[src/hdl/asrr_pkg.sv]
`default_nettype none
// ----------------------------------------------------------------------------
// asrr_pkg
// shared widths, register codes, controller states and control structs of
// the audio silence run remover
// ----------------------------------------------------------------------------
package asrr_pkg;

    localparam int SAMPLE_W        = 16;
    localparam int LEVEL_W         = 15;
    localparam int LIM_W           = 7;
    localparam int CFG_IDX_W       = 1;
    localparam int CFG_DATA_W      = 15;
    localparam int MAX_RUN_DEFAULT = 64;

    // configuration register indexes
    localparam logic [CFG_IDX_W-1:0] CFG_QUIET_LEVEL    = 1'b0;
    localparam logic [CFG_IDX_W-1:0] CFG_MIN_SILENCE_RUN = 1'b1;

    typedef enum logic [2:0] {
        ST_IDLE,
        ST_CHECK,
        ST_READ,
        ST_HELD,
        ST_LOUD
    } state_t;

    typedef struct packed {
        logic accept;
        logic rd_issue;
        logic load_held;
        logic load_loud;
    } ctrl_cmd_t;

    typedef struct packed {
        logic has_flush;
        logic has_loud;
        logic last_entry;
        logic out_free;
    } dp_status_t;

endpackage
`default_nettype wire

[src/hdl/asrr_ctrl.sv]
`default_nettype none
// ----------------------------------------------------------------------------
// asrr_ctrl
// sequencer: takes one item, then walks the held-sample flush and the loud
// sample out through the output register
// ----------------------------------------------------------------------------
module asrr_ctrl
(
    input  wire logic                  clk,
    input  wire logic                  rst_n,
    input  wire logic                  in_valid,
    input  wire asrr_pkg::dp_status_t  status,
    output asrr_pkg::ctrl_cmd_t        cmd,
    output logic                       in_stall
);

    asrr_pkg::state_t state_reg;
    asrr_pkg::state_t state_next;

    always_ff @(posedge clk or negedge rst_n)
    begin
        if (!rst_n)
        begin
            state_reg <= asrr_pkg::ST_IDLE;
        end
        else
        begin
            state_reg <= state_next;
        end
    end

    always_comb
    begin
        state_next = state_reg;
        case (state_reg)
            asrr_pkg::ST_IDLE:
            begin
                if (in_valid)
                begin
                    state_next = asrr_pkg::ST_CHECK;
                end
            end
            asrr_pkg::ST_CHECK:
            begin
                if (status.has_flush)
                begin
                    state_next = asrr_pkg::ST_READ;
                end
                else if (status.has_loud)
                begin
                    state_next = asrr_pkg::ST_LOUD;
                end
                else
                begin
                    state_next = asrr_pkg::ST_IDLE;
                end
            end
            asrr_pkg::ST_READ:
            begin
                state_next = asrr_pkg::ST_HELD;
            end
            asrr_pkg::ST_HELD:
            begin
                if (status.out_free)
                begin
                    if (!status.last_entry)
                    begin
                        state_next = asrr_pkg::ST_READ;
                    end
                    else if (status.has_loud)
                    begin
                        state_next = asrr_pkg::ST_LOUD;
                    end
                    else
                    begin
                        state_next = asrr_pkg::ST_IDLE;
                    end
                end
            end
            asrr_pkg::ST_LOUD:
            begin
                if (status.out_free)
                begin
                    state_next = asrr_pkg::ST_IDLE;
                end
            end
            default:
            begin
                state_next = asrr_pkg::ST_IDLE;
            end
        endcase
    end

    always_comb
    begin
        cmd      = '0;
        in_stall = 1'b1;
        case (state_reg)
            asrr_pkg::ST_IDLE:
            begin
                in_stall   = 1'b0;
                cmd.accept = in_valid;
            end
            asrr_pkg::ST_READ:
            begin
                cmd.rd_issue = 1'b1;
            end
            asrr_pkg::ST_HELD:
            begin
                cmd.load_held = status.out_free;
            end
            asrr_pkg::ST_LOUD:
            begin
                cmd.load_loud = status.out_free;
            end
            default:
            begin
                cmd = '0;
            end
        endcase
    end

endmodule
`default_nettype wire

[src/hdl/asrr_datapath.sv]
`default_nettype none
// ----------------------------------------------------------------------------
// asrr_datapath
// config registers, quiet test, run counter, held-sample memory and the
// output register
// ----------------------------------------------------------------------------
module asrr_datapath
#(
    parameter int MAX_RUN = asrr_pkg::MAX_RUN_DEFAULT
)
(
    input  wire logic                                  clk,
    input  wire logic                                  rst_n,
    input  wire logic                                  cfg_write,
    input  wire logic [asrr_pkg::CFG_IDX_W-1:0]        cfg_index,
    input  wire logic [asrr_pkg::CFG_DATA_W-1:0]       cfg_data,
    input  wire logic signed [asrr_pkg::SAMPLE_W-1:0]  sample_in,
    input  wire logic                                  stream_end,
    input  wire asrr_pkg::ctrl_cmd_t                   cmd,
    input  wire logic                                  out_stall,
    output asrr_pkg::dp_status_t                       status,
    output logic                                       out_valid,
    output logic signed [asrr_pkg::SAMPLE_W-1:0]       sample_out,
    output logic                                       burst_last
);

    localparam int SAMPLE_W = asrr_pkg::SAMPLE_W;
    localparam int LEVEL_W  = asrr_pkg::LEVEL_W;
    localparam int LIM_W    = asrr_pkg::LIM_W;
    localparam int ADDR_W   = $clog2(MAX_RUN);
    localparam int CNT_W    = $clog2(MAX_RUN + 1);
    localparam logic [LIM_W-1:0] MAX_LIM = LIM_W'(MAX_RUN);

    logic [LEVEL_W-1:0]         quiet_level_reg;
    logic [LIM_W-1:0]           min_run_reg;
    logic [CNT_W-1:0]           count_reg;
    logic [CNT_W-1:0]           count_next;
    logic                       dropping_reg;
    logic                       dropping_next;
    logic [CNT_W-1:0]           flush_len_reg;
    logic [CNT_W-1:0]           flush_len_next;
    logic                       loud_reg;
    logic                       loud_next;
    logic [CNT_W-1:0]           rd_idx_reg;
    logic [CNT_W-1:0]           rd_idx_next;
    logic [SAMPLE_W-1:0]        loud_sample_reg;
    logic [SAMPLE_W-1:0]        rd_data_reg;
    logic                       out_valid_reg;
    logic                       out_valid_next;
    logic [SAMPLE_W-1:0]        sample_out_reg;
    logic                       burst_last_reg;
    logic [SAMPLE_W-1:0]        held_mem [MAX_RUN];

    logic signed [SAMPLE_W:0]   s_ext;
    logic signed [SAMPLE_W:0]   lvl_ext;
    logic                       quiet;
    logic [LIM_W-1:0]           lim;
    logic [LIM_W-1:0]           count_inc;
    logic                       hit;
    logic                       wr_en;
    logic                       last_entry;
    logic                       out_free;

    // quiet when -level <= sample <= level
    assign s_ext   = {sample_in[SAMPLE_W-1], sample_in};
    assign lvl_ext = $signed({2'b00, quiet_level_reg});
    assign quiet   = (s_ext >= -lvl_ext) && (s_ext <= lvl_ext);

    // run limit clamped to 1..MAX_RUN
    always_comb
    begin
        if (min_run_reg == '0)
        begin
            lim = LIM_W'(1);
        end
        else if (min_run_reg > MAX_LIM)
        begin
            lim = MAX_LIM;
        end
        else
        begin
            lim = min_run_reg;
        end
    end

    assign count_inc = LIM_W'(count_reg) + LIM_W'(1);
    assign hit       = count_inc >= lim;
    assign wr_en     = cmd.accept && quiet && !dropping_reg;

    assign last_entry = (rd_idx_reg + CNT_W'(1)) == flush_len_reg;
    assign out_free   = !out_valid_reg || !out_stall;

    always_comb
    begin
        count_next     = count_reg;
        dropping_next  = dropping_reg;
        flush_len_next = flush_len_reg;
        loud_next      = loud_reg;
        rd_idx_next    = rd_idx_reg;
        if (cmd.accept)
        begin
            flush_len_next = '0;
            loud_next      = 1'b0;
            rd_idx_next    = '0;
            if (!quiet)
            begin
                flush_len_next = count_reg;
                loud_next      = 1'b1;
                dropping_next  = 1'b0;
                count_next     = '0;
            end
            else if (!dropping_reg)
            begin
                if (hit)
                begin
                    dropping_next = 1'b1;
                    count_next    = '0;
                end
                else if (stream_end)
                begin
                    flush_len_next = CNT_W'(count_inc);
                    count_next     = '0;
                end
                else
                begin
                    count_next = CNT_W'(count_inc);
                end
            end
            if (stream_end)
            begin
                count_next    = '0;
                dropping_next = 1'b0;
            end
        end
        if (cmd.load_held)
        begin
            rd_idx_next = rd_idx_reg + CNT_W'(1);
            if (last_entry)
            begin
                flush_len_next = '0;
            end
        end
        if (cmd.load_loud)
        begin
            loud_next = 1'b0;
        end
    end

    assign out_valid_next = cmd.load_held || cmd.load_loud || (out_valid_reg && out_stall);

    // config registers and run control
    always_ff @(posedge clk or negedge rst_n)
    begin
        if (!rst_n)
        begin
            quiet_level_reg <= '0;
            min_run_reg     <= LIM_W'(1);
            count_reg       <= '0;
            dropping_reg    <= 1'b0;
            flush_len_reg   <= '0;
            loud_reg        <= 1'b0;
            rd_idx_reg      <= '0;
            out_valid_reg   <= 1'b0;
        end
        else
        begin
            if (cfg_write)
            begin
                case (cfg_index)
                    asrr_pkg::CFG_QUIET_LEVEL:
                    begin
                        quiet_level_reg <= cfg_data[LEVEL_W-1:0];
                    end
                    asrr_pkg::CFG_MIN_SILENCE_RUN:
                    begin
                        min_run_reg <= cfg_data[LIM_W-1:0];
                    end
                    default:
                    begin
                        quiet_level_reg <= quiet_level_reg;
                    end
                endcase
            end
            count_reg     <= count_next;
            dropping_reg  <= dropping_next;
            flush_len_reg <= flush_len_next;
            loud_reg      <= loud_next;
            rd_idx_reg    <= rd_idx_next;
            out_valid_reg <= out_valid_next;
        end
    end

    // payload registers
    always_ff @(posedge clk)
    begin
        if (cmd.accept)
        begin
            loud_sample_reg <= sample_in;
        end
        if (cmd.load_held)
        begin
            sample_out_reg <= rd_data_reg;
            burst_last_reg <= last_entry && !loud_reg;
        end
        else if (cmd.load_loud)
        begin
            sample_out_reg <= loud_sample_reg;
            burst_last_reg <= 1'b1;
        end
    end

    // held quiet samples
    always_ff @(posedge clk)
    begin
        if (wr_en)
        begin
            held_mem[count_reg[ADDR_W-1:0]] <= sample_in;
        end
        if (cmd.rd_issue)
        begin
            rd_data_reg <= held_mem[rd_idx_reg[ADDR_W-1:0]];
        end
    end

    assign status.has_flush  = flush_len_reg != '0;
    assign status.has_loud   = loud_reg;
    assign status.last_entry = last_entry;
    assign status.out_free   = out_free;

    assign out_valid  = out_valid_reg;
    assign sample_out = sample_out_reg;
    assign burst_last = burst_last_reg;

    // held count never reaches the buffer depth between items
    a_count_range: assert property (@(posedge clk) disable iff (!rst_n)
        count_reg < CNT_W'(MAX_RUN))
        else $error("held count out of range");

    // a dropped run holds nothing
    a_drop_empty: assert property (@(posedge clk) disable iff (!rst_n)
        dropping_reg |-> count_reg == '0)
        else $error("samples held while dropping");

    // a new item only starts once the previous burst is fully out
    a_accept_clean: assert property (@(posedge clk) disable iff (!rst_n)
        cmd.accept |-> (flush_len_reg == '0) && !loud_reg)
        else $error("item accepted during a burst");

    // flush reads stay inside the held run
    a_read_bound: assert property (@(posedge clk) disable iff (!rst_n)
        (cmd.rd_issue || cmd.load_held) |-> rd_idx_reg < flush_len_reg)
        else $error("flush read beyond held run");

endmodule
`default_nettype wire

[src/hdl/audio_silence_run_remover.sv]
`default_nettype none
// ----------------------------------------------------------------------------
// audio_silence_run_remover
// drops every maximal run of quiet samples at least min_silence_run long and
// passes all other samples through in order
// ----------------------------------------------------------------------------
//
//   channel  direction  handshake                 payload
//   -------  ---------  ------------------------  ----------------------------
//   in       sink       in_valid / in_stall       sample_in, stream_end
//   out      source     out_valid / out_stall     sample_out, burst_last
//   cfg      sink       cfg_write (no wait)       cfg_index, cfg_data
//
// one item at a time: accept, decide, then for each flushed held sample a
// registered memory read followed by an output load, and last an output
// load for a loud sample; held samples are read out one by one through
// the single read port of the held-sample memory.
// out_stall only stretches the output loads; in_stall is low in idle only
// reset clears control state; the held-sample memory needs no clearing pass
//
module audio_silence_run_remover
#(
    parameter int MAX_RUN = asrr_pkg::MAX_RUN_DEFAULT
)
(
    input  wire logic                                  clk,
    input  wire logic                                  rst_n,
    // configuration writes
    input  wire logic                                  cfg_write,
    input  wire logic [asrr_pkg::CFG_IDX_W-1:0]        cfg_index,
    input  wire logic [asrr_pkg::CFG_DATA_W-1:0]       cfg_data,
    // sample input beat
    input  wire logic                                  in_valid,
    output logic                                       in_stall,
    input  wire logic signed [asrr_pkg::SAMPLE_W-1:0]  sample_in,
    input  wire logic                                  stream_end,
    // kept sample output beat
    output logic                                       out_valid,
    input  wire logic                                  out_stall,
    output logic signed [asrr_pkg::SAMPLE_W-1:0]       sample_out,
    output logic                                       burst_last
);

    // command and status between sequencer and datapath
    asrr_pkg::ctrl_cmd_t  cmd;
    asrr_pkg::dp_status_t status;

    // sequencer: idle, decide, then read/load held samples, then loud sample
    asrr_ctrl u_ctrl
    (
        .clk      (clk),
        .rst_n    (rst_n),
        .in_valid (in_valid),
        .status   (status),
        .cmd      (cmd),
        .in_stall (in_stall)
    );

    // datapath: quiet test, run count, held memory, output register
    asrr_datapath
    #(
        .MAX_RUN (MAX_RUN)
    )
    u_datapath
    (
        .clk        (clk),
        .rst_n      (rst_n),
        .cfg_write  (cfg_write),
        .cfg_index  (cfg_index),
        .cfg_data   (cfg_data),
        .sample_in  (sample_in),
        .stream_end (stream_end),
        .cmd        (cmd),
        .out_stall  (out_stall),
        .status     (status),
        .out_valid  (out_valid),
        .sample_out (sample_out),
        .burst_last (burst_last)
    );

endmodule
`default_nettype wire
[config.mk]
export PLATFORM = sky130hd
export DESIGN_NAME = audio_silence_run_remover
export DESIGN_NICKNAME = d
export VERILOG_FILES = /design/src/hdl/asrr_pkg.sv /design/src/hdl/asrr_ctrl.sv /design/src/hdl/asrr_datapath.sv /design/src/hdl/audio_silence_run_remover.sv
export SDC_FILE = /design/constraint.sdc
export NUM_CORES = 1
export LEC_CHECK = 0
export BUFFER_PORTS_ARGS = -buffer_cell sky130_fd_sc_hd__buf_2
export CORE_MARGIN = 10
export CORE_UTILIZATION = 30
export DETAILED_ROUTE_END_ITERATION = 16
export HOLD_SLACK_MARGIN = 0.08
export PLACE_DENSITY = 0.53
export SETUP_SLACK_MARGIN = 0.5
export SYNTH_ARGS = -nofsm -noshare
export SYNTH_HDL_FRONTEND = slang
export SYNTH_SLANG_ARGS = --single-unit
[constraint.sdc]
create_clock -name clk -period 7 [get_ports clk]
set_input_delay 0.7 -clock clk [delete_from_list [all_inputs] [get_ports clk]]
set_output_delay 0.7 -clock clk [all_outputs]
set_load 0.1 [all_outputs]
# [Word level (Yosys, flattened, before mapping)]
# Memories as Yosys holds them, arrays and structs flattened. A register that Yosys moved wholly into a read port is not among the register bits.
# Index checks and enable logic that the tools add are counted.
[op_classes] bitwise=1 add_sub_neg=3 reduce_logical=22 n_eq_ne=9 order_cmp=4 mux=40
[op_table] cell="$mux 7" n=15
[op_table] cell="$mux 16" n=2
[op_table] cell="$mux 3" n=6
[op_table] cell="$ge 16x17->1" n=1
[op_table] cell="$neg 15->17" n=1
[op_table] cell="$le 16x16->1" n=1
[op_table] cell="$mux 1" n=16
[op_table] cell="$pmux 3 s5" n=1
[op_table] cell="$add 7x1->7 const B" n=2
[op_table] cell="$eq 7x7->1" n=1
[op_table] cell="$ge 7x7->1" n=1
[op_table] cell="$gt 7x7->1 const B" n=1
[op_table] cell="$logic_not 7->1" n=1
[op_table] cell="$reduce_bool 7->1" n=1
[op_table] cell="$eq 3x2->1 const B" n=2
[op_table] cell="$reduce_and 2->1" n=3
[op_table] cell="$reduce_bool 2->1" n=3
[op_table] cell="$logic_and 1x1->1" n=5
[op_table] cell="$logic_not 1->1" n=4
[op_table] cell="$ne 2x1->1 const B" n=2
[op_table] cell="$eq 3x1->1 const B" n=1
[op_table] cell="$eq 3x3->1 const B" n=1
[op_table] cell="$logic_not 3->1" n=1
[op_table] cell="$logic_or 1x1->1" n=3
[op_table] cell="other kinds (4)" n=4
[word_totals] wordCells=92 reg_bits=82 memories=1 in_bits=38 ram_bits=1024 out_inout_bits=19
[memory_table] name="u_datapath.held_mem" depth=64 width=16 rd=1 rd_ports_with_merged_regs=1 wr=1 line="asrr_datapath.sv:52" source="logic [SAMPLE_W-1:0] held_mem [MAX_RUN];"

# [Longest topological paths before layout]
# Gate-level depths: netlist (run 1).
[depth] depth_word=10 mapped_depth=16 ltp_nobuf=14

# [Cells and area by module]
# A second synthesis (run 1) with hierarchy kept.
[unflattened] cells_unflattened=2013 area_unflattened_um2=44368.8
[modules_own_cells] mod="asrr_datapath" instances=1 area_per_inst_um2=44172.4 cells_per_inst=1991 seq_area_each_um2=33373.3
[modules_own_cells] mod="asrr_ctrl" instances=1 area_per_inst_um2=196.4 cells_per_inst=22 seq_area_each_um2=75.1

# [Worst setup path after synthesis (run 1)]
# OpenSTA, ideal clock, no wires.
[synth_timing] path_type="flip-flop to flip-flop" from="register u_datapath.quiet_level_reg[2]" to="memory u_datapath.held_mem[46][0], enable pin" t_required_ns=6.611 arrival_time_ns=3.933 setup_time_ns=0.389 synth_period_minus_slack_ns=4.321 setup_slack_ns=2.679 n_path_buf=1 stages_incl_launch_ff=16 cell_sequence="dfrtp_1 > inv_1 > nand4_1 > nor4_1 > nand3_1 > nor3_1 > xnor2_1 > ha_1 > nand4_1 > and4bb_1 > a211oi_1 > a211oi_2 > o22ai_1 > or4_1 > clkbuf_1 > nor2_1"
[synth_via] elab_chain_cells=7 elab_cells_between_ends=8 cone_classes="1 x add/sub; 2 x order compare; 2 x mux; 3 x reduce/logical"
[synth_lines] item="start, declared" line="asrr_datapath.sv:34" source="logic [LEVEL_W-1:0] quiet_level_reg;"
[synth_lines] item="start signal, assigned" line="asrr_datapath.sv:172" source="quiet_level_reg <= cfg_data[LEVEL_W-1:0];"
[synth_lines] item="start signal, assigned" line="asrr_datapath.sv:180" source="quiet_level_reg <= quiet_level_reg;"
[synth_lines] item="$neg 15->17" line="asrr_datapath.sv:67" source="assign quiet = (s_ext >= -lvl_ext) && (s_ext <= lvl_ext);"
[synth_lines] item="$ge 16x17->1" line="asrr_datapath.sv:67"
[synth_lines] item="$logic_and 1x1->1 *" line="asrr_datapath.sv:67"
[synth_lines] item="$logic_and 1x1->1 * (2 in series)" line="asrr_datapath.sv:88" source="assign wr_en = cmd.accept && quiet && !dropping_reg;"
[synth_lines] item="$mux 1 *" line="asrr_datapath.sv:215" source="if (wr_en)"
[synth_lines] item="$mux 1 (not written as such) *" line="asrr_datapath.sv:217" source="held_mem[count_reg[ADDR_W-1:0]] <= sample_in;"
[synth_lines] item="end, declared" line="asrr_datapath.sv:52"
# Mark *: on every way between the ends. The rest lies on a longest branch, timed or not.

# [Worst setup path in the final report (run 1)]
[layout_timing] from="register u_datapath.quiet_level_reg[2]" to="memory u_datapath.held_mem[4][6], enable pin"
# Same word-level chain as after synthesis.

==> qor.yml, run 1 <==
largest_reg_flops: 1024
place_congestion: 0.810
ys_ff_latch: 1122
yosysTopAreaCellShare: 0.716
hold_slack_ns: 0.196
r2r_slack_ns: 1.34
rsz0062_at_grt: "false"
hpwl_um: 75700
die_w_um: 407
setup_viol: 0
slew_headroom: 0.169
root_buffer: "clkbuf_16"
synthDistinctLibCells: 64
seqCellArea_sq_um: 33500
cts_resized: 0
numCtsBuffers: 116
grt-ovfl-total: 0
power.density_nw_per_um2: 376
drcViolationCount: 0
ant_nets: 0
numClockSinks: 1122
ys_seq_area_frac: 0.743
areaGrowthSynthToFinish_pct: 14.7
cp.required_ns: 7.32
ir_worst_vdd_mv: 0.228
arrival_ns: 5.97
synth_area_leaders: "edfxtp_1, mux4_2, mux2i_1, dfrtp_1, a21oi_1"
antennaDiodeCount: 0
synth_common_cells: "edfxtp_1, mux2i_1, nand2_1, a21oi_1, mux4_2"
path_delay_family: "simple AND/OR/NAND/NOR gates"
drtIter0Drc: 2228
tightest_slew_ns: 1.24
p_total_uw: 19400
path_max_fanout: 16
synth_ff_type: "edfxtp_1"
postLayoutCoreUtil: 0.346
die_h_um: 407
first_global_vias: 23332
startpoint: "u_datapath.quiet_level_reg[2]"
port_buffers: 56
synth_area_leader_cell: "edfxtp_1"
ios: 57
clk_pin_slew_ns: 0.06
fin_nets: 2746
multi_input_area_sq_um: 10900
critPathSlowestCell: "nor2_2"
first_pass_iters: 6
track_usage: 0.142
vias_per_cell: 4.93
finalWirelength_um: 122000
synth_most_common_cell: "edfxtp_1"
placed_area_sq_um: 48000
synthesis.nets: 2627
crit_type: "reg2reg"
core_area_sq_um: 149000
final_area_sq_um: 51600
synth_cells: 2548
crit_chain: "inv_1 > nand4_1 > nor4_1 > nand3_1 > nor3_1 > xnor2_1 > ha_1 > nand4_1 > and4bb_1 > a211oi_1 > a211oi_2 > o22a_1 > nand3_1 > nor2_2"
hold_viol: 0
p_leak_uw: 0.0165
hp-start: "cfg_data[13]"
wl_per_cell_um: 25.5
slowest_delay_ns: 0.99
synth_area_per_cell_sq_um: 17.7
grt_pass1_wl_um: 173000
grt_max_degree: 97
yosysWarningCount: 0
fin_setup_tns_ns: 0
skew_ns: 0.0343
slew_viol_final: 0
clock_latency_ns: 0.72
layout_min_cycle_time_ns: 5.66
fillers: 14084
cp.buffers_inverters: 1
start_kind: "flip-flop"
async_flop_share: 0.0437
fmax_mhz: 177
routed-via-count: 23581
min_path_type: "in2reg"
clk_path_buf_depth: 3
num_rows: 142
status: "finished clean"
antenna_found_initial: 11
layout-drive-gt1-share: 0.204
initial_utilization: 0.301
fin_crit_sh: 0.808
drv_cap: 0
critPathCaptureType: "flip-flop"
r2r_start: "u_datapath.quiet_level_reg[2]"
die_area_sq_um: 166000
synth-edff-count: 1073
cts_max_level: 3
synth_area_sq_um: 45000
cts_tree: "built"
## per-stage QoR
stage               cells  worst slack, ns
CTS                  4780             1.44
finish               4780             1.34
floorplan            2548             2.68
global placement     4564             1.48
detailed placement   4564             1.49
global route         4780            0.891
## logic make-up (layout without fill, tap and decap cells)
kind of cell    count (synthesis)  in the layout  share of synthesized area
mux                           409            409                      0.133
compound gates                423            423                     0.0574
buf+inv                       175            391                     0.0165
fa+ha+maj                      41             41                     0.0114
flops                        1122           1122                      0.743
xor+xnor                       23             23                    0.00447
simple gates                  355            355                     0.0344
## worst min-delay path: stages
cell and delay, ns:
buf_2 0.07, nand2_1 0.03, o21ai_0 0.06
## timing repair
item,4_1_cts,5_1_grt
hold buffers,1,0
hold endpoints to repair,1,0
setup buffers,0,0
## final cells by class
class | instances | area share
clock buffers | 147 | 0.0590
flip-flops and latches | 1122 | 0.648
well taps | 2016 | 0.0488
multi-input cells | 1251 | 0.211
clock inverters | 68 | 0.0115
repair buffers | 143 | 0.0191
inverters | 33 | 0.00240
## placed cells by master (no fill, tap or decap), drive strengths merged, types with 48 or more instances in the layout
| master | netlist | layout |
|---|---|---|
| mux2 | 71 | 71 |
| clkbuf | 74 | 147 |
| clkinv | 0 | 51 |
| nand2 | 183 | 183 |
| dfrtp | 48 | 48 |
| o21ai | 98 | 98 |
| edfxtp | 1073 | 1073 |
| o22ai | 66 | 66 |
| mux4 | 144 | 144 |
| mux2i | 194 | 194 |
| nor2 | 94 | 94 |
| a21oi | 150 | 150 |
| o221ai | 65 | 65 |
| buf | 68 | 142 |
## metal layers
layer,vias up,share of wire,GRT usage
met5,-,0.00027,0
met4,4,0.031,0.0480
met3,172,0.079,0.0366
met2,795,0.45,0.214
met1,12161,0.44,0.198
li1,10449,-,-
## where the power goes
group	internal [uW]	switching, uW	total, uW	leakage, uW
clock	3340	2600	5950	0.00177
combinational	1910	3620	5540	0.00449
sequential	7600	352	7950	0.0103
## final timing paths
path                                             endpoint  depth (start not counted)
min                        u_datapath.quiet_level_reg[13]                          3
min in group asynchronous  u_datapath.quiet_level_reg[13]                          3
max                             u_datapath.held_mem[4][6]                         14
max in group asynchronous        u_datapath.rd_idx_reg[1]                          3
max reg2reg                     u_datapath.held_mem[4][6]                         14
min reg2reg                      u_datapath.rd_idx_reg[6]                          1
Power figures use the tool's default switching activity.
==> run 2, diff against run 1 <==
- ABC_AREA: default -> 1
- clock period: 7 -> 5.9 ns (I/O delays scaled with it)
==> run 2 against run 1 <==
Global-route usage rose by 2.2 points. Non-clock buffer count grew 53. Sequential cell count unchanged. Setup slack worse by 0.40 ns. Sequential share of layout area is 1.5 points lower. First-iteration DRC count up 62%. Wire length is 18% higher. Sequential power up 16%. Synthesized area grew 2.4%. Highest routed layer unchanged. Clock skew is 0.0082 ns lower. Synthesized cell count grew 43%. Largest cell class unchanged. Largest power group unchanged. Worst hold slack got worse by 0.047 ns.
==> qor.yml, run 2 <==
yosysWarningCount: 0
slew_headroom: 0.217
core_area_sq_um: 152000
numCtsBuffers: 118
final_common_cell: "edfxtp_1"
wl_per_cell_um: 24.6
first_global_vias: 28475
num_rows: 143
path_delay_family: "simple AND/OR/NAND/NOR gates"
critPathSlowestCell: "dfrtp_1"
placed_area_sq_um: 49200
first_pass_iters: 6
ys_seq_area_frac: 0.725
numClockSinks: 1122
hold_viol: 0
port_buffers: 56
rsz0062_at_grt: "false"
slew_viol_final: 0
ios: 57
clk_path_buf_depth: 3
fin_nets: 3821
die_area_sq_um: 170000
layout_min_cycle_time_ns: 4.95
die_w_um: 412
vias_per_cell: 5.03
arrival_ns: 5.33
min_path_type: "in2reg"
fin_setup_tns_ns: 0
setup_viol: 0
root_buffer: "clkbuf_16"
status: "finished clean"
ant_nets: 0
synth-edff-count: 1073
synth_area_per_cell_sq_um: 12.7
crit_type: "reg2reg"
finalWirelength_um: 144000
fmax_mhz: 202
synth_cells: 3638
power.density_nw_per_um2: 441
synthDistinctLibCells: 39
p_leak_uw: 0.0185
fillers: 14967
postLayoutCoreUtil: 0.347
ir_worst_vdd_mv: 0.526
synth_common_cells: "edfxtp_1, nand2_1, nor2_1, o21ai_0, a21oi_1"
start_kind: "flip-flop"
clk_pin_slew_ns: 0.06
ys_ff_latch: 1122
synth_ff_type: "edfxtp_1"
cp.buffers_inverters: 5
areaGrowthSynthToFinish_pct: 14.6
synth_area_leaders: "edfxtp_1, nand2_1, o21ai_0, nor2_1, mux2i_1"
largest_reg_flops: 1024
antenna_found_initial: 13
grt_max_degree: 159
cp.required_ns: 6.28
final_area_sq_um: 52900
synthesis.nets: 3717
grt-ovfl-total: 0
hpwl_um: 90300
grt_pass1_wl_um: 205000
die_h_um: 412
critPathCaptureType: "flip-flop"
path_max_fanout: 16
cts_tree: "built"
track_usage: 0.164
synth_most_common_cell: "edfxtp_1"
layout-drive-gt1-share: 0.102
final_cell_mix: "edfxtp_1, nand2_1, nor2_1"
fin_crit_sh: 0.840
clock_latency_ns: 0.71
tightest_slew_ns: 1.17
initial_utilization: 0.303
cts_max_level: 3
drcViolationCount: 0
skew_ns: 0.0261
place_congestion: 0.844
async_flop_share: 0.0437
drtIter0Drc: 3616
crit_top_cell: "nand2_1"
routed-via-count: 29498
drv_cap: 0
synth_area_leader_cell: "edfxtp_1"
synth_area_sq_um: 46100
slowest_delay_ns: 0.41
crit_chain: "inv_1 > ha_1 > nand4_1 > nor3_1 > nand2_1 > nor2_1 > inv_1 > nor2_1 > a21oi_1 > or2_2 > ha_1 > nand2_1 > nor2_2 > nand2_1 > clkinv_2 > nand2_1 > nand3_2 > nand2_4 > nand3_4 > nor2_8 > buf_4 > nand4_4 > nor2_1 > buf_4"
yosysTopAreaCellShare: 0.699
## run 2: changes by cell type in the layout (fill, tap and decap cells not counted), moves of 26 or more
cell / delta
mux2i_1: -66
o22ai_1: +54
o21ai_0: +260
inv_1: +78
o211ai_1: +64
buf_4: +56
nand3_1: +76
mux2_2: -65
nand2_1: +526
a21oi_1: +85
o221ai_1: -65
nor2_1: +273
mux4_2: -144
o31ai_1: +26
## run 2: through the flow
stage	cells	hold WS [ns]	setup slack (ns)	total power [uW]
2_1_floorplan	3638	0.294	1.53	13700
3_3_place_gp	5651	0.492	0.809	16300
3_5_place_dp	5651	0.493	0.870	16300
4_1_cts	5866	0.110	0.831	23400
5_1_grt	5868	0.146	0.500	24300
6_report	5868	0.149	0.946	23300
## run 2: worst paths after layout
kind / start / end / slack [ns] / cells past startpoint
max: u_datapath.quiet_level_reg[0] / u_datapath.held_mem[22][7] / 0.95 / 24
max in group asynchronous: rst_n / u_datapath.rd_idx_reg[0] / 4.80 / 3
min: cfg_data[12] / u_datapath.quiet_level_reg[12] / 0.15 / 3
min reg2reg: u_datapath.min_run_reg[0] / u_datapath.min_run_reg[0] / 0.50 / 2
max reg2reg: u_datapath.quiet_level_reg[0] / u_datapath.held_mem[22][7] / 0.95 / 24
min in group asynchronous: rst_n / u_datapath.quiet_level_reg[8] / 0.56 / 3
## run 2: cell type report
class	instances	area (sq um)	share of cell area
diodes	2	5.00	0.0000947
clock buffers	157	3200	0.0606
clock inverters	57	432	0.00817
inverters	119	460	0.00871
multi-input cells	2185	11300	0.214
flip-flops and latches	1122	33500	0.633
well taps	2030	2540	0.0481
repair buffers	196	1450	0.0275
## run 2: cell families (layout without fill, tap and decap cells)
family                     count (synthesis)  after routing  share of synthesized area
and+or+nand+nor                         1210           1210                      0.108
other                                      0              2                          0
DFF                                     1122           1122                      0.725
AOI/OAI and AO/OA                        788            788                     0.0943
adders and majority gates                 41             41                     0.0111
xor gates and xnor gates                  18             18                    0.00342
buffers and inverters                    331            529                     0.0301
muxes                                    128            128                     0.0278
## run 2: worst reg2reg max path, delay by kind of cell (launching register included)
| kind | cells | cell delay, ns |
|---|---|---|
| simple gates | 16 | 2.85 |
| fa+ha+maj | 2 | 0.50 |
| flops | 1 | 0.41 |
| compound gates | 1 | 0.08 |
| buf+inv | 5 | 0.78 |
## run 2: per-layer routing
metal  share of wire  vias to the layer above  GRT usage  routed length (um)
li1                -                    13409          -                   -
met1            0.42                    14703      0.221               61100
met2            0.47                     1156      0.264               67300
met3           0.075                      220     0.0297               10800
met4           0.034                       10     0.0566                4850
met5         0.00037                        -          0                  54
## run 2: report_power, final
group          internal (uW)  switching, uW  total [uW]  leakage (uW)
Combinational           1750           5210        6960       0.00643
Clock                   4040           3050        7090       0.00177
Sequential              9040            193        9230        0.0103
Total                  14800           8460       23300        0.0185
## run 2: repair_timing
| action | CTS | global route |
|---|---|---|
| endpoints found under the hold margin | 48 | 0 |
| endpoints found under the setup margin | 0 | 40 |
| setup buffers | 0 | 0 |
| hold buffers | 1 | 0 |
| gates resized for setup | 0 | 1 |
==> run 3, diff against run 2 <==
- PLACE_DENSITY: 0.53 -> 0.54
- clock period: 5.9 -> 4.25 ns (I/O delays scaled with it)
==> run 3 against run 2 <==
Final cell count increased by 1.2%. Cell area increased by 4.6%. Register-to-register slack got worse by 0.71 ns. Core utilization increased by 1.6 points. Die area unchanged. Clock power increased by 45%. Combinational power increased by 43%. Via count increased by 0.88%. Power increased by 42%. Non-clock buffer count increased by 63. Global-route usage increased by 0.12 points. Critical path type unchanged. Largest cell class unchanged. Largest power group unchanged. Highest routed layer unchanged.
==> qor.yml, run 3 (synthesis gave the netlist of run 2 again) <==
clk_pin_slew_ns: 0.06
tightest_slew_ns: 1.16
p_leak_uw: 0.0192
ir_worst_vdd_mv: 0.375
first_global_vias: 29249
fillers: 14664
cts_tree: "built"
die_w_um: 412
fin_setup_tns_ns: 0
min_path_type: "in2reg"
cp.required_ns: 4.65
clk_path_buf_depth: 3
finalWirelength_um: 145000
die_area_sq_um: 170000
setup_viol: 0
layout-drive-gt1-share: 0.137
slew_headroom: 0.221
p_comb_frac: 0.299
vias_per_cell: 5.01
place_congestion: 0.911
ios: 57
crit_chain: "inv_1 > ha_2 > nand4_1 > nor3_2 > nand2_1 > nor2_2 > inv_2 > nor2_4 > a21oi_2 > or2_4 > ha_4 > a21oi_2 > o21ai_1 > nor2_2 > nand3_2 > nand2_4 > nand3_4 > nor2_8 > buf_12 > buf_4 > nand3_4 > buf_12 > nor2_4 > clkbuf_16"
grt_pass1_wl_um: 206000
ant_nets: 0
track_usage: 0.165
p_total_uw: 33100
cts_max_level: 3
root_buffer: "clkbuf_16"
routed-via-count: 29757
drv_cap: 0
final_common_cell: "edfxtp_1"
arrival_ns: 4.41
drcViolationCount: 0
grt-ovfl-total: 0
fmax_mhz: 249
port_buffers: 56
critPathCaptureType: "flip-flop"
clkPwrFrac: 0.312
skew_ns: 0.0286
r2r_start: "u_datapath.quiet_level_reg[0]"
antenna_found_initial: 9
slowest_delay_ns: 0.43
final_cell_mix: "edfxtp_1, nand2_1, o21ai_0"
numCtsBuffers: 116
start_kind: "flip-flop"
core_area_sq_um: 152000
initial_utilization: 0.303
layout_min_cycle_time_ns: 4.01
hp-start: "sample_in[15]"
pwr-share-seq: 0.389
areaGrowthSynthToFinish_pct: 19.9
hold_slack_ns: 0.166
critPathSlowestCell: "dfrtp_1"
hpwl_um: 91700
clock_latency_ns: 0.71
rsz0062_at_grt: "true"
numClockSinks: 1122
startpoint: "u_datapath.quiet_level_reg[0]"
switchingPower_uw: 12000
path_delay_family: "simple AND/OR/NAND/NOR gates"
num_rows: 143
status: "finished clean"
fin_crit_sh: 0.944
fin_nets: 3882
power.density_nw_per_um2: 599
crit_type: "reg2reg"
path_max_fanout: 8
grt_max_degree: 102
drtIter0Drc: 3445
wl_per_cell_um: 24.5
switching_share: 0.361
largest_reg_flops: 1024
slew_viol_final: 0
cp.buffers_inverters: 6
first_pass_iters: 6
hold_viol: 0
internal_power_uw: 21200
die_h_um: 412
## run 3: final cells by class
type	instances	area [sq um]	area share
Multi-Input combinational cell	2185	11900	0.215
Clock buffer	141	3060	0.0553
Inverter	119	459	0.00830
Sequential cell	1122	33500	0.605
Clock inverter	79	813	0.0147
Tap cell	2030	2540	0.0459
Antenna cell	2	5.00	0.0000905
Timing Repair Buffer	259	3100	0.0560
## run 3: worst register-to-register path: cells and delay by family, from the launching register on
family	cells	cell delay [ns]
fa+ha+maj	2	0.41
simple gates	13	1.81
buf+inv	6	0.83
compound gates	3	0.26
flops	1	0.43
## run 3: routing by layer
layer  wire, um  GRT usage  part of all wire
met1      59900      0.217              0.41
met5         17          0           0.00012
met3      10300     0.0265             0.071
met4       4930     0.0546             0.034
met2      70100      0.277              0.48
## run 3: power groups by stage
stage	Combinational, uW	Sequential, uW	Clock, uW
global placement	9770	13100	0
global route	10600	12900	11000
finish	9920	12900	10300
CTS	9840	12900	10500
floorplan	5650	13400	0
detailed placement	9770	13100	0
## run 3: timing repair
action	CTS	global route
setup buffers	15	1
cloned	1	4
pin swaps	3	13
gates resized for setup	10	12
hold buffers	17	0
setup endpoints to repair	1024	1031
hold endpoints to repair	71	0
## run 3: worst paths after layout
check / endpoint / slack, ns / cells after the start
max: u_datapath.held_mem[18][13] / 0.24 / 24
min: u_datapath.held_mem[37][15] / 0.17 / 1
max reg2reg: u_datapath.held_mem[18][13] / 0.24 / 24
min reg2reg: u_datapath.sample_out[3] / 0.51 / 2
max in group asynchronous: u_datapath.rd_idx_reg[1] / 3.32 / 3
min in group asynchronous: u_datapath.quiet_level_reg[12] / 0.36 / 3
## run 3: metrics by stage
stage	instance area (sq um)	utilization	cells	setup WS, ns
6_report	55300	0.363	5937	0.238
5_1_grt	55300	0.363	5936	0.0198
4_1_cts	55100	0.362	5930	0.267
3_5_place_dp	50900	0.334	5677	0.132
3_3_place_gp	50900	0.334	5677	0.112
2_1_floorplan	46600	-	3638	0.286
